--- config.mk ---
export PLATFORM = sky130hd
export DESIGN_NAME = go_back_n_send_window
export DESIGN_NICKNAME = d
export VERILOG_FILES = /design/src/hw/rtl/gbn_sw_pkg.sv /design/src/hw/rtl/go_back_n_send_window.sv
export SDC_FILE = /design/constraint.sdc
export NUM_CORES = 1
export LEC_CHECK = 0
export BUFFER_PORTS_ARGS = -buffer_cell sky130_fd_sc_hd__buf_2
export CAP_MARGIN = 25
export CORE_MARGIN = 2
export CORE_UTILIZATION = 57
export CTS_CLUSTER_DIAMETER = 150
export DETAILED_ROUTE_END_ITERATION = 8
export HOLD_SLACK_MARGIN = 0.06
export PLACE_DENSITY = 0.78
export SLEW_MARGIN = 20
export SYNTH_ARGS = -nofsm -noshare
export SYNTH_HDL_FRONTEND = slang
export SYNTH_SLANG_ARGS = --single-unit
--- constraint.sdc ---
create_clock -name clock -period 6.7 [get_ports clock]
set_clock_uncertainty 0.2 [all_clocks]
set_input_delay 1.34 -clock clock [delete_from_list [all_inputs] [get_ports clock]]
set_output_delay 1.34 -clock clock [all_outputs]
set_load 0.02 [all_outputs]
--- src/hw/rtl/gbn_sw_pkg.sv ---
// Shared types and constants of the go-back-N send window.
// No dependencies; imported by go_back_n_send_window and its checker.
`timescale 1ns / 1ps
`default_nettype none

package gbn_sw_pkg;

   localparam int unsigned CountWidth  = 11;
   localparam int unsigned IndexWidth  = 10;
   localparam int unsigned WindowWidth = 7;
   localparam int unsigned RunWidth    = 6;

   typedef logic [CountWidth-1:0]  count_type;
   typedef logic [IndexWidth-1:0]  index_type;
   typedef logic [WindowWidth-1:0] window_type;
   typedef logic [RunWidth-1:0]    run_type;
   typedef logic [1:0]             kind_type;
   typedef logic                   csr_index_type;

   localparam count_type  MaxPackets = 11'd1024;
   localparam window_type MaxWindow  = 7'd64;
   localparam window_type MinWindow  = 7'd2;
   localparam run_type    RunLimit   = 6'd63;

   localparam kind_type KindStart   = 2'd0;
   localparam kind_type KindAck     = 2'd1;
   localparam kind_type KindTimeout = 2'd2;

   localparam csr_index_type RegWindowSize  = 1'b0;
   localparam csr_index_type RegPacketCount = 1'b1;

   localparam window_type WindowSizeReset  = 7'd5;
   localparam count_type  PacketCountReset = 11'd0;

   typedef enum logic [2:0] {
      StIdle = 3'b001,
      StEval = 3'b010,
      StRun  = 3'b100
   } state_type;

endpackage

`default_nettype wire

--- src/hw/rtl/go_back_n_send_window.sv ---
// Go-back-N sender window controller: event in, a run of send-order words out.
// Depends on gbn_sw_pkg.
//
// Each accepted event word first goes through window evaluation, then the run
// sequencer emits one send-order word per cycle through the output register while
// rsp_ready allows it, from the shared next-index incrementer and the window-end
// comparators. An event yields 1 to 63 words; req_ready rises again once the last
// word of the run is loaded into the output register, so the next event may be
// taken while it waits.
`timescale 1ns / 1ps
`default_nettype none

module go_back_n_send_window (
   input  wire                        clock,
   input  wire                        reset,
   input  wire                        req_valid,
   output logic                       req_ready,
   input  wire  gbn_sw_pkg::kind_type  req_kind,
   input  wire  gbn_sw_pkg::count_type req_ack_number,
   output logic                       rsp_valid,
   input  wire                        rsp_ready,
   output logic                       rsp_send_valid,
   output gbn_sw_pkg::index_type      rsp_send_index,
   output logic                       rsp_last_of_run,
   output logic                       rsp_transfer_done,
   input  wire                        csr_wen,
   input  wire  gbn_sw_pkg::csr_index_type csr_index,
   input  wire  gbn_sw_pkg::count_type csr_wdata
);
   import gbn_sw_pkg::*;

   state_type  state_ff, state_in;
   window_type window_size_ff;
   count_type  packet_count_ff;
   kind_type   kind_ff;
   count_type  ack_ff;
   count_type  base_ff, base_in;
   count_type  next_ff, next_in;
   count_type  end_ff, end_in;
   logic       active_ff, active_in;
   logic       run_ff, run_in;
   run_type    k_ff, k_in;
   logic       rsp_valid_ff, rsp_valid_in;
   logic       rsp_send_valid_ff, rsp_send_valid_in;
   index_type  rsp_send_index_ff, rsp_send_index_in;
   logic       rsp_last_ff, rsp_last_in;
   logic       rsp_done_ff, rsp_done_in;

   count_type  cnt;
   window_type win_eff;
   count_type  win_last;
   count_type  ack_sat;
   count_type  end_clamp;
   count_type  diff;
   logic [CountWidth:0] grow;
   count_type  next_plus;
   logic       out_free;
   logic       send_ok;
   logic       last_word;
   logic       done;

   // configuration
   always_ff @(posedge clock) begin
      if (reset) begin
         window_size_ff  <= WindowSizeReset;
         packet_count_ff <= PacketCountReset;
      end else if (csr_wen) begin
         case (csr_index)
            RegWindowSize:  window_size_ff  <= csr_wdata[WindowWidth-1:0];
            RegPacketCount: packet_count_ff <= csr_wdata;
            default:        packet_count_ff <= packet_count_ff;
         endcase
      end
   end

   always_comb begin
      cnt      = (packet_count_ff > MaxPackets) ? MaxPackets : packet_count_ff;
      win_eff  = window_size_ff;
      if (win_eff < MinWindow) win_eff = MinWindow;
      if (win_eff > MaxWindow) win_eff = MaxWindow;
      win_last = CountWidth'(win_eff - 7'd1);
      ack_sat   = (ack_ff > cnt) ? cnt : ack_ff;
      end_clamp = (end_ff > cnt) ? cnt : end_ff;
      diff      = ack_sat - base_ff;
      grow      = {1'b0, end_clamp} + {1'b0, diff};
      next_plus = next_ff + 11'd1;
      out_free  = !rsp_valid_ff || rsp_ready;
      send_ok   = run_ff && (next_ff < end_ff) && (k_ff < RunLimit);
      last_word = !((next_plus < end_ff) && (k_ff < RunLimit - 6'd1));
      done      = !active_ff && (base_ff >= cnt);
   end

   always_comb begin
      state_in          = state_ff;
      base_in           = base_ff;
      next_in           = next_ff;
      end_in            = end_ff;
      active_in         = active_ff;
      run_in            = run_ff;
      k_in              = k_ff;
      rsp_valid_in      = rsp_valid_ff && !rsp_ready;
      rsp_send_valid_in = rsp_send_valid_ff;
      rsp_send_index_in = rsp_send_index_ff;
      rsp_last_in       = rsp_last_ff;
      rsp_done_in       = rsp_done_ff;
      case (state_ff)
         StIdle: begin
            if (req_valid) state_in = StEval;
         end
         StEval: begin
            run_in   = 1'b0;
            k_in     = '0;
            state_in = StRun;
            if (kind_ff == KindStart) begin
               base_in   = '0;
               next_in   = '0;
               end_in    = (win_last > cnt) ? cnt : win_last;
               active_in = (cnt != '0);
               run_in    = 1'b1;
            end else if ((kind_ff == KindAck || kind_ff == KindTimeout) && active_ff) begin
               end_in = end_clamp;
               if (base_ff >= cnt) begin
                  active_in = 1'b0;
               end else if (kind_ff == KindAck) begin
                  if (ack_sat > base_ff) begin
                     base_in   = ack_sat;
                     end_in    = (grow > {1'b0, cnt}) ? cnt : grow[CountWidth-1:0];
                     next_in   = (next_ff < ack_sat) ? ack_sat : next_ff;
                     active_in = (ack_sat < cnt);
                     run_in    = 1'b1;
                  end
               end else begin
                  next_in = base_ff;
                  run_in  = 1'b1;
               end
            end
         end
         StRun: begin
            if (out_free) begin
               rsp_valid_in = 1'b1;
               rsp_done_in  = done;
               if (send_ok) begin
                  rsp_send_valid_in = 1'b1;
                  rsp_send_index_in = next_ff[IndexWidth-1:0];
                  rsp_last_in       = last_word;
                  next_in           = next_plus;
                  k_in              = k_ff + 6'd1;
                  if (last_word) state_in = StIdle;
               end else begin
                  rsp_send_valid_in = 1'b0;
                  rsp_send_index_in = '0;
                  rsp_last_in       = 1'b1;
                  state_in          = StIdle;
               end
            end
         end
         default: state_in = StIdle;
      endcase
   end

   always_ff @(posedge clock) begin
      if (reset) begin
         state_ff     <= StIdle;
         base_ff      <= '0;
         next_ff      <= '0;
         end_ff       <= '0;
         active_ff    <= 1'b0;
         run_ff       <= 1'b0;
         k_ff         <= '0;
         rsp_valid_ff <= 1'b0;
      end else begin
         state_ff     <= state_in;
         base_ff      <= base_in;
         next_ff      <= next_in;
         end_ff       <= end_in;
         active_ff    <= active_in;
         run_ff       <= run_in;
         k_ff         <= k_in;
         rsp_valid_ff <= rsp_valid_in;
      end
   end

   always_ff @(posedge clock) begin
      if (req_valid && req_ready) begin
         kind_ff <= req_kind;
         ack_ff  <= req_ack_number;
      end
      rsp_send_valid_ff <= rsp_send_valid_in;
      rsp_send_index_ff <= rsp_send_index_in;
      rsp_last_ff       <= rsp_last_in;
      rsp_done_ff       <= rsp_done_in;
   end

   assign req_ready         = (state_ff == StIdle);
   assign rsp_valid         = rsp_valid_ff;
   assign rsp_send_valid    = rsp_send_valid_ff;
   assign rsp_send_index    = rsp_send_index_ff;
   assign rsp_last_of_run   = rsp_last_ff;
   assign rsp_transfer_done = rsp_done_ff;

endmodule

`default_nettype wire

==> impl_metrics.py, run 1 <==
metrics = {
    "global_route": {
        "grt_pass1_wl_mm": 37.92,
        "grt.total_usage": 0.3298,
        "globalRouteOverflowTotal": 0,
        "antenna_found_initial": 0,
        "grt_max_degree": 51,
        "grt_pass1_vias": 7312,
    },
    "worst_setup_path": {
        "crit_path_end": "end_ff[5]",
        "crit_fanout": 6,
        "worst-path-stages": 34,
        "crit_family": "compound AO/OA/AOI/OAI gates",
        "slowest_stage": "fa_2",
        "criticalPathCategory": "reg -> reg",
        "ff2ff_setup_slack_ps": -60,
        "reg2reg_to": "end_ff[5]",
        "worstReg2RegStart": "packet_count_ff[10]",
        "crit_start": "packet_count_ff[10]",
        "path_buf_inv": 5,
        "endpoint_kind": "flip-flop",
        "r2r_cells": 34,
        "arrival_ps": 6770,
        "slowest_delay_ps": 380,
        "required_ps": 6710,
        "cp-start-kind": "flip-flop",
    },
    "cells_and_area": {
        "final_core_util": 0.7004,
        "syn2layout_area_growth_pct": 21.42,
        "diodes": 0,
        "fillers": 1060,
        "final_layout_size_suffix_gt1_frac": 0.2171,
        "nNetsFinal": 1223,
    },
    "sta": {
        "fin_ws_ps": -62.14,
        "worst_pin_slew_ps": 901.3,
        "slew_violations": 0,
        "rsz0062_at_grt": "yes",
        "hold_viol": 0,
        "fin_crit_ps": 6762,
        "whs_ps": 281.1,
        "fmax_ghz": 0.1479,
        "min_period_over_period": 1.009,
        "maxSlewHeadroom": 0.3991,
        "setup_viol": 3,
    },
    "floorplanning": {
        "num_io_pins": 45,
        "die_w_microns": 122.1,
        "row_count": 43,
        "initial_core_util": 0.5769,
        "die-height_microns": 122.1,
        "die_area_sq_um": 14900,
        "core-area_sq_um": 13770,
    },
    "yosys": {
        "syn_inst": 949,
        "syn_area_sq_um": 7945,
        "ys_ff_latch": 89,
        "async_flop_share": 0,
        "yosysSeqAreaShare": 0.2570,
        "yosysWarnings": 0,
        "yosys_most_used_dff": "dfxtp_1",
        "yosysUniqueCellTypes": 77,
        "synth_edf_count": 26,
        "avgSynthCellArea_sq_um": 8.372,
    },
    "outcome": {
        "violations": "negative setup slack",
        "status": "complete, but fails checks",
    },
    "place": {
        "finalWeightedCongestion": 0.9939,
        "dp_hpwl_mm": 18.18,
        "io_buffer_count": 44,
    },
    "route": {
        "vias_per_cell": 6.504,
        "ant_nets": 0,
        "vias": 8150,
        "drt-total-wl_mm": 25.94,
        "first_pass_iters": 5,
        "drt_iter0_drc": 1010,
        "wl_per_cell_microns": 20.70,
        "drc_errors": 0,
    },
    "clock_tree": {
        "clock_path_buffers": 2,
        "cts.sinks": 89,
        "path_clk_slew_ps": 70,
        "cts_root_buffer": "clkbuf_16",
        "cts_max_level": 3,
        "clkLatencyLatePin_ps": 360,
        "numCtsBuffers": 9,
        "cts_tree": "built",
        "cts_hold_buffers": 0,
    },
    "power": {
        "peakVddDrop_mv": 0.1994,
        "power.leakage_nw": 4.089,
        "power_density_nw_per_um2": 203.9,
        "total_power_mw": 1.967,
    },
    "flow_run": {
        "maxCapViolCount": 0,
    },
    "worst_hold_path": {
        "min_path_type": "reg -> reg",
    },
}
==> area by class of cell <==
cell class | count | area [sq um] | area share
clock buffer | 10 | 229.0 | 0.02374
clock inverter | 6 | 75.07 | 0.007782
inverter | 68 | 259.0 | 0.02685
multi-input combinational | 761 | 5841 | 0.6054
sequential | 89 | 2046 | 0.2121
tap | 180 | 225.2 | 0.02335
timing repair buffer | 139 | 972.2 | 0.1008
==> through the flow <==
| stage | setup TNS (ps) | instance area (sq um) | setup WS [ps] | std cells |
|---|---|---|---|---|
| floorplan | 0 | 7970 | 5.979 | 952 |
| global placement | 0 | 8698 | 35.25 | 1200 |
| detailed placement | -1463 | 8698 | -245.4 | 1200 |
| CTS | 0 | 9134 | 10.88 | 1231 |
| global route | -2356 | 9647 | -312.2 | 1253 |
| finish | -119.6 | 9647 | -62.14 | 1253 |
==> flip-flops by register name, summed over array words and instances (netlist names), 2 cells and up <==
signal and cells:
window_size_ff 7, base_ff 11, rsp_send_index 10, k_ff 6, end_ff 11, ack_ff 11
packet_count_ff 11, kind_ff 2, state_ff 3, next_ff 11
==> worst register-to-register path: cells and delay by family, from the launching register on <==
| family | cells | cell delay (ps) |
|---|---|---|
| AO/OA/AOI/OAI | 15 | 2260 |
| multiplexers | 2 | 600 |
| XOR/XNOR | 2 | 310 |
| adder cells (fa/ha/maj) | 5 | 1380 |
| AND/OR/NAND/NOR | 5 | 890 |
| buffers and inverters | 5 | 640 |
| flip-flops | 1 | 370 |
==> logic make-up (layout without fill, tap and decap cells) <==
kind of cell    after synthesis  after routing  synth area share
simple gates                304            304            0.1879
compound gates              277            277            0.2449
fa+ha+maj                   125            125            0.1987
buf+inv                     102            223           0.05086
flops                        89             89            0.2570
xor+xnor                     31             31           0.03417
mux                          20             20           0.02598
other cells                   1              4         0.0004720
==> layer usage <==
layer  vias to the layer above  global-route usage  wire [microns]
met5                         -                   0               0
li1                       3762                   -               -
met3                       124             0.07584            2726
met2                       498              0.4874           11170
met4                         0              0.1394            1512
met1                      3766              0.4608           10520
==> worst min path at each step <==
stage                       startpoint                  to  cells after the start
finish               window_size_ff[5]   window_size_ff[5]                      2
global route        packet_count_ff[0]  packet_count_ff[0]                      2
CTS                 packet_count_ff[4]  packet_count_ff[4]                      2
detailed placement  packet_count_ff[4]  packet_count_ff[4]                      2
global placement    packet_count_ff[7]  packet_count_ff[7]                      2
floorplan           packet_count_ff[1]  packet_count_ff[1]                      2
==> timing repair <==
action                     CTS  global route
pin swaps                    4            33
resized for setup            6            75
buffers inserted            15            22
setup endpoints to repair   11            11
==> cell usage after synthesis (all sizes together) (17+ instances only) <==
library cell	n	share of area
o211ai	27	0.026
nand3	19	0.013
nor2b	17	0.013
xnor2	27	0.030
nor3	26	0.017
o21ai	44	0.028
ha	123	0.19
nand4	17	0.013
nor2	65	0.031
dfxtp	63	0.16
inv	67	0.032
edfxtp	26	0.098
a21oi	80	0.050
nand2	93	0.044
clkbuf	22	0.010
==> placed cells by master (no fill, tap or decap), drive strengths merged, types with 5 or more instances in the layout <==
master / Yosys / final
a2111oi: 5 / 5
a211o: 6 / 6
a211oi: 13 / 13
a21o: 16 / 16
a21oi: 80 / 80
a221oi: 7 / 7
a22oi: 8 / 8
a311oi: 5 / 5
a31oi: 6 / 6
and2: 6 / 6
and3: 14 / 14
buf: 12 / 139
clkbuf: 22 / 10
dfxtp: 63 / 63
edfxtp: 26 / 26
ha: 123 / 123
inv: 67 / 68
mux2: 5 / 5
mux2i: 15 / 15
nand2: 93 / 93
nand2b: 12 / 12
nand3: 19 / 19
nand4: 17 / 17
nor2: 65 / 65
nor2b: 17 / 17
nor3: 26 / 26
nor4: 5 / 5
o2111ai: 6 / 6
o211ai: 27 / 27
o21a: 10 / 10
o21ai: 44 / 44
o21bai: 5 / 5
o31ai: 12 / 12
or2: 5 / 5
or3: 14 / 14
xnor2: 27 / 27
==> where the power goes <==
part	switching (mW)	total, mW	internal, mW
Combinational	0.457	0.848	0.391
Clock	0.241	0.536	0.295
Sequential	0.0162	0.583	0.567
Total	0.714	1.97	1.25
Note: power is estimated with default switching activity, not from simulation.
==> run 2: changes to the inputs <==
ABC_AREA = 1   (was default)
SETUP_SLACK_MARGIN = 0.02   (was default)
==> run 2 against run 1 <==
  * The run now ends clean
  * Combinational power increased by 49%
  * Critical path type unchanged
  * Synthesized area increased by 2.8%
  * Largest cell class unchanged
  * Setup slack improved by 660 ps
  * Global-route usage decreased by 1.6 points
  * Sequential share of layout area increased by 1.7 points
  * Largest power group unchanged
==> impl_metrics.py, run 2 <==
metrics = {
    "outcome": {
        "status": "finished clean",
    },
    "place": {
        "finalWeightedCongestion": 0.9827,
        "place_ws_ps": 458.0,
        "dp_hpwl_mm": 18.78,
        "placed_area_sq_um": 8566,
        "post-place-cells": 1403,
        "io_buffer_count": 44,
    },
    "cells_and_area": {
        "nNetsFinal": 1392,
        "final_layout_size_suffix_gt1_frac": 0.09259,
        "final_cell_mix": "258 x nand2_1, 160 x inv_1, 124 x a21oi_1, 122 x ha_1, 119 x nor2_1",
        "syn2layout_area_growth_pct": 9.425,
        "final_core_util": 0.6411,
        "mostFrequentLayoutCell": "nand2_1",
        "postLayoutCellArea_sq_um": 8934,
        "diodes": 0,
        "fillers": 1263,
        "finalNonFillerCells": 1422,
    },
    "clock_tree": {
        "numCtsBuffers": 9,
        "cts_max_level": 3,
        "cts.sinks": 89,
        "cts_root_buffer": "clkbuf_16",
        "clock_path_buffers": 2,
        "clkLatencyLatePin_ps": 350,
        "cts_hold_buffers": 0,
        "path_clk_slew_ps": 70,
        "cts_tree": "built",
    },
    "route": {
        "vias_per_cell": 5.720,
        "ant_nets": 0,
        "vias": 8134,
        "drt-total-wl_mm": 23.74,
        "first_pass_iters": 7,
        "wl_per_cell_microns": 16.69,
        "drc_errors": 0,
        "drt_iter0_drc": 836,
    },
    "yosys": {
        "ys_ff_latch": 89,
        "async_flop_share": 0,
        "yosys_most_used_dff": "dfxtp_1",
        "yosys.area.top_type_share": 0.1885,
        "avgSynthCellArea_sq_um": 6.855,
        "syn_area_sq_um": 8164,
        "yosysUniqueCellTypes": 46,
        "yosysWarnings": 0,
        "synth_most_common_cell": "nand2_1",
        "synth.top_cells.by_count": "259 x nand2_1, 162 x inv_1, 125 x a21oi_1",
        "yosysTopAreaCell": "ha_1",
        "synth_edf_count": 26,
        "yosysSeqAreaShare": 0.2501,
        "synthTopCellsByArea": "ha_1 19%, dfxtp_1 15%, nand2_1 12%",
        "syn_inst": 1191,
    },
    "sta": {
        "setup_tns_ps": 0,
        "worst_pin_slew_ps": 1024,
        "fmax_ghz": 0.1640,
        "rsz0062_at_grt": "no",
        "whs_ps": 294.7,
        "fin_crit_ps": 6099,
        "setup_viol": 0,
        "slew_violations": 0,
        "fin_ws_ps": 601.1,
        "hold_viol": 0,
        "min_period_over_period": 0.9103,
        "maxSlewHeadroom": 0.3139,
    },
    "floorplanning": {
        "die-height_microns": 123.7,
        "die_w_microns": 123.7,
        "num_io_pins": 45,
        "row_count": 43,
        "core-area_sq_um": 13930,
        "initial_core_util": 0.5859,
        "die_area_sq_um": 15300,
    },
    "worst_setup_path": {
        "endpoint_kind": "flip-flop",
        "criticalPathCategory": "reg -> reg",
        "required_ps": 6810,
        "crit_family": "simple AND/OR/NAND/NOR gates",
        "arrival_ps": 6210,
        "cp-start-kind": "flip-flop",
        "slowest_delay_ps": 420,
        "path_buf_inv": 5,
        "crit_top_cell": "nand2_1",
        "crit_fanout": 16,
        "slowest_stage": "dfxtp_1",
    },
    "flow_run": {
        "maxCapViolCount": 0,
    },
    "power": {
        "peakVddDrop_mv": 0.1997,
        "power.leakage_nw": 4.509,
        "total_power_mw": 2.412,
        "power_density_nw_per_um2": 270.0,
    },
    "worst_hold_path": {
        "min_path_type": "reg -> reg",
    },
    "global_route": {
        "grt_pass1_vias": 7080,
        "antenna_found_initial": 0,
        "globalRouteOverflowTotal": 0,
        "grt_max_degree": 50,
        "grt_pass1_wl_mm": 36.16,
        "grt.total_usage": 0.3143,
    },
}
[run 2: cell count changes in the layout (fill, tap and decap cells not counted), moves of 17 or more]
cell	delta
buf_4	-72
a21oi_1	+46
inv_1	+101
nand2_1	+165
xnor2_1	-19
nor2_1	+57
nand3_1	+56
o21ai_0	+24
xor2_1	+17
o211ai_1	-17
[run 2: kinds of logic (layout without fill, tap and decap cells)]
group,Yosys count,after routing,synth area share
AND/OR/NAND/NOR,516,516,0.2708
AO/OA/AOI/OAI,236,236,0.1592
buffers and inverters,196,244,0.09594
adder cells (fa/ha/maj),125,125,0.1934
flip-flops,89,89,0.2501
XOR/XNOR,28,28,0.03004
other,1,4,0.0004593
[run 2: layer usage]
layer | track usage | vias up | wire (microns)
li1 | - | 4056 | -
met5 | 0 | - | 0
met4 | 0.1328 | 0 | 975
met3 | 0.06136 | 68 | 2392
met2 | 0.4938 | 408 | 10320
met1 | 0.4210 | 3602 | 10050
[run 2: final cells by class]
class | count | area (sq um) | area share
multi-input cells | 909 | 5366 | 0.6007
flip-flops and latches | 89 | 2042 | 0.2286
inverters | 168 | 634.4 | 0.07101
repair buffers | 60 | 340.3 | 0.03810
clock buffers | 9 | 225.2 | 0.02521
well taps | 180 | 225.2 | 0.02521
clock inverters | 7 | 100.1 | 0.01120
[run 2: repair_timing]
action                     in CTS  in global routing
resized for setup               0                  6
setup endpoints to repair       0                 11
setup buffers                   0                  2
[run 2: final timing paths]
check	from	to	slack, ps	depth (start not counted)
worst max register to register	packet_count_ff[10]	end_ff[0]	600	39
worst min register to register	end_ff[8]	end_ff[8]	290	2
worst max-delay path	packet_count_ff[10]	end_ff[0]	600	39
worst min-delay path	end_ff[8]	end_ff[8]	290	2
[run 2: tightest hold or removal path: stages (launching register included)]
cell     delay, ps
dfxtp_1        330
nand2_1         70
a21oi_1         50
[run 2: where the power goes]
group	switching, mW	internal (mW)
combinational	0.824	0.434
clock	0.227	0.332
sequential	0.0181	0.577
total	1.07	1.34
==> run 3: changes to the inputs <==
CORE_UTILIZATION = 32   (was 57)
PLACE_DENSITY = default   (was 0.78)
==> run 3 against run 2 <==
  * Critical path depth is the same
  * Sequential cell count stayed put
  * Non-clock buffer count rose by 2
  * Cell count is 11% higher
  * Design area increased by 2.4%
  * Sequential power hardly changed
  * Via count is 1.5% lower
  * Critical endpoint unchanged
  * Largest cell class unchanged
==> impl_metrics.py, run 3 (synthesized netlist as in run 2, its figures left out) <==
metrics = {
    "outcome": {
        "status": "finished clean",
    },
    "sta": {
        "rsz0062_at_grt": "no",
        "fmax_ghz": 0.1632,
        "hold_viol": 0,
        "setup_viol": 0,
        "min_period_over_period": 0.9143,
        "setup_tns_ps": 0,
        "fin_crit_ps": 6126,
        "fin_ws_ps": 573.9,
        "maxSlewHeadroom": 0.4783,
        "worst_pin_slew_ps": 782.5,
        "slew_violations": 0,
    },
    "worst_setup_path": {
        "cp-start-kind": "flip-flop",
        "endpoint_kind": "flip-flop",
        "arrival_ps": 6240,
        "slowest_delay_ps": 330,
        "ff2ff_setup_slack_ps": 570,
        "crit_top_cell": "nand2_1",
        "crit_fanout": 16,
        "slowest_stage": "dfxtp_1",
        "criticalPathCategory": "reg -> reg",
        "required_ps": 6810,
    },
    "route": {
        "drt_iter0_drc": 720,
        "ant_nets": 0,
        "wl_per_cell_microns": 15.77,
        "first_pass_iters": 5,
        "vias_per_cell": 5.087,
        "drt-total-wl_mm": 24.84,
        "drc_errors": 0,
        "vias": 8012,
    },
    "place": {
        "finalWeightedCongestion": 1.032,
        "io_buffer_count": 44,
        "place_ws_ps": 330.1,
        "post-place-cells": 1554,
        "dp_hpwl_mm": 19.73,
        "placed_area_sq_um": 8761,
    },
    "floorplanning": {
        "die_w_microns": 163.7,
        "core-area_sq_um": 25110,
        "num_io_pins": 45,
        "die_area_sq_um": 26810,
        "initial_core_util": 0.3251,
        "die-height_microns": 163.7,
        "row_count": 58,
    },
    "flow_run": {
        "maxCapViolCount": 0,
    },
    "global_route": {
        "grt_pass1_vias": 7219,
        "grt_max_degree": 42,
        "grt_pass1_wl_mm": 38.92,
        "globalRouteOverflowTotal": 0,
        "antenna_found_initial": 0,
        "grt.total_usage": 0.1881,
    },
    "cells_and_area": {
        "postLayoutCellArea_sq_um": 9151,
        "final_cell_mix": "258 x nand2_1, 161 x inv_1, 124 x a21oi_1, 122 x ha_1, 118 x nor2_1",
        "final_layout_size_suffix_gt1_frac": 0.09478,
        "diodes": 0,
        "syn2layout_area_growth_pct": 12.09,
        "seqCellArea_sq_um": 2043,
        "mostFrequentLayoutCell": "nand2_1",
        "fillers": 2790,
        "nNetsFinal": 1395,
        "finalNonFillerCells": 1575,
        "multi_input_area_sq_um": 5404,
    },
    "worst_hold_path": {
        "min_path_type": "reg -> reg",
    },
    "clock_tree": {
        "clkLatencyLatePin_ps": 360,
        "clock_path_buffers": 2,
        "cts_tree": "built",
        "cts_max_level": 3,
        "path_clk_slew_ps": 70,
        "numCtsBuffers": 9,
        "cts.sinks": 89,
        "cts_root_buffer": "clkbuf_16",
    },
    "power": {
        "power_density_nw_per_um2": 265.7,
        "power.leakage_nw": 4.514,
        "peakVddDrop_mv": 0.1547,
    },
}
-- run 3: final cells by class --
class                           instances  share of cell area
Multi-Input combinational cell        910              0.5905
Tap cell                              330             0.04512
Sequential cell                        89              0.2233
Clock inverter                          6            0.008067
Inverter                              168             0.06918
Timing Repair Buffer                   62             0.03883
Clock buffer                           10             0.02502
-- run 3: worst paths after layout --
kind                                     endpoint                from  cells past startpoint
worst max-delay path                    end_ff[0]  packet_count_ff[7]                     39
worst min-delay path            window_size_ff[3]   window_size_ff[3]                      2
worst max register to register          end_ff[0]  packet_count_ff[7]                     39
worst min register to register  window_size_ff[3]   window_size_ff[3]                      2
-- run 3: stage by stage --
step	power, mW	utilization	hold WS (ps)
finish	2.432	0.3645	286.1
global route	2.637	0.3645	314.3
CTS	2.377	0.3610	285.0
detailed placement	1.836	0.3489	274.8
global placement	1.833	0.3489	269.0
floorplan	1.558	-	248.1
-- run 3: critical path, delay by kind of cell (launching register included) --
kind            cells  cell delay (ps)
simple gates       24             2680
fa+ha+maj           4             1230
compound gates      6             1000
xor+xnor            2              480
flops               1              330
buf+inv             3              140
-- run 3: routing by layer --
layer  routed length (microns)  GRT usage  part of all wire  vias up
met4                       478    0.05263             0.019        0
li1                          -          -                 -     4062
met5                         0          0                 0        -
met3                      1665    0.02702             0.067       29
met1                     11720     0.2641              0.47     3666
met2                     10980     0.3002              0.44      255
-- run 3: power by group --
| part | leakage (nW) | switching (mW) | internal, mW |
|---|---|---|---|
| sequential | 0.773 | 0.0173 | 0.577 |
| clock | 0.142 | 0.242 | 0.295 |
| combinational | 3.60 | 0.850 | 0.450 |
| total | 4.51 | 1.11 | 1.32 |
-- run 3: what timing repair did --
item                       4_1_cts  5_1_grt
setup buffers                    0        3
hold buffers                     0        0
setup endpoints to repair        0       11
gates resized for setup          0       11
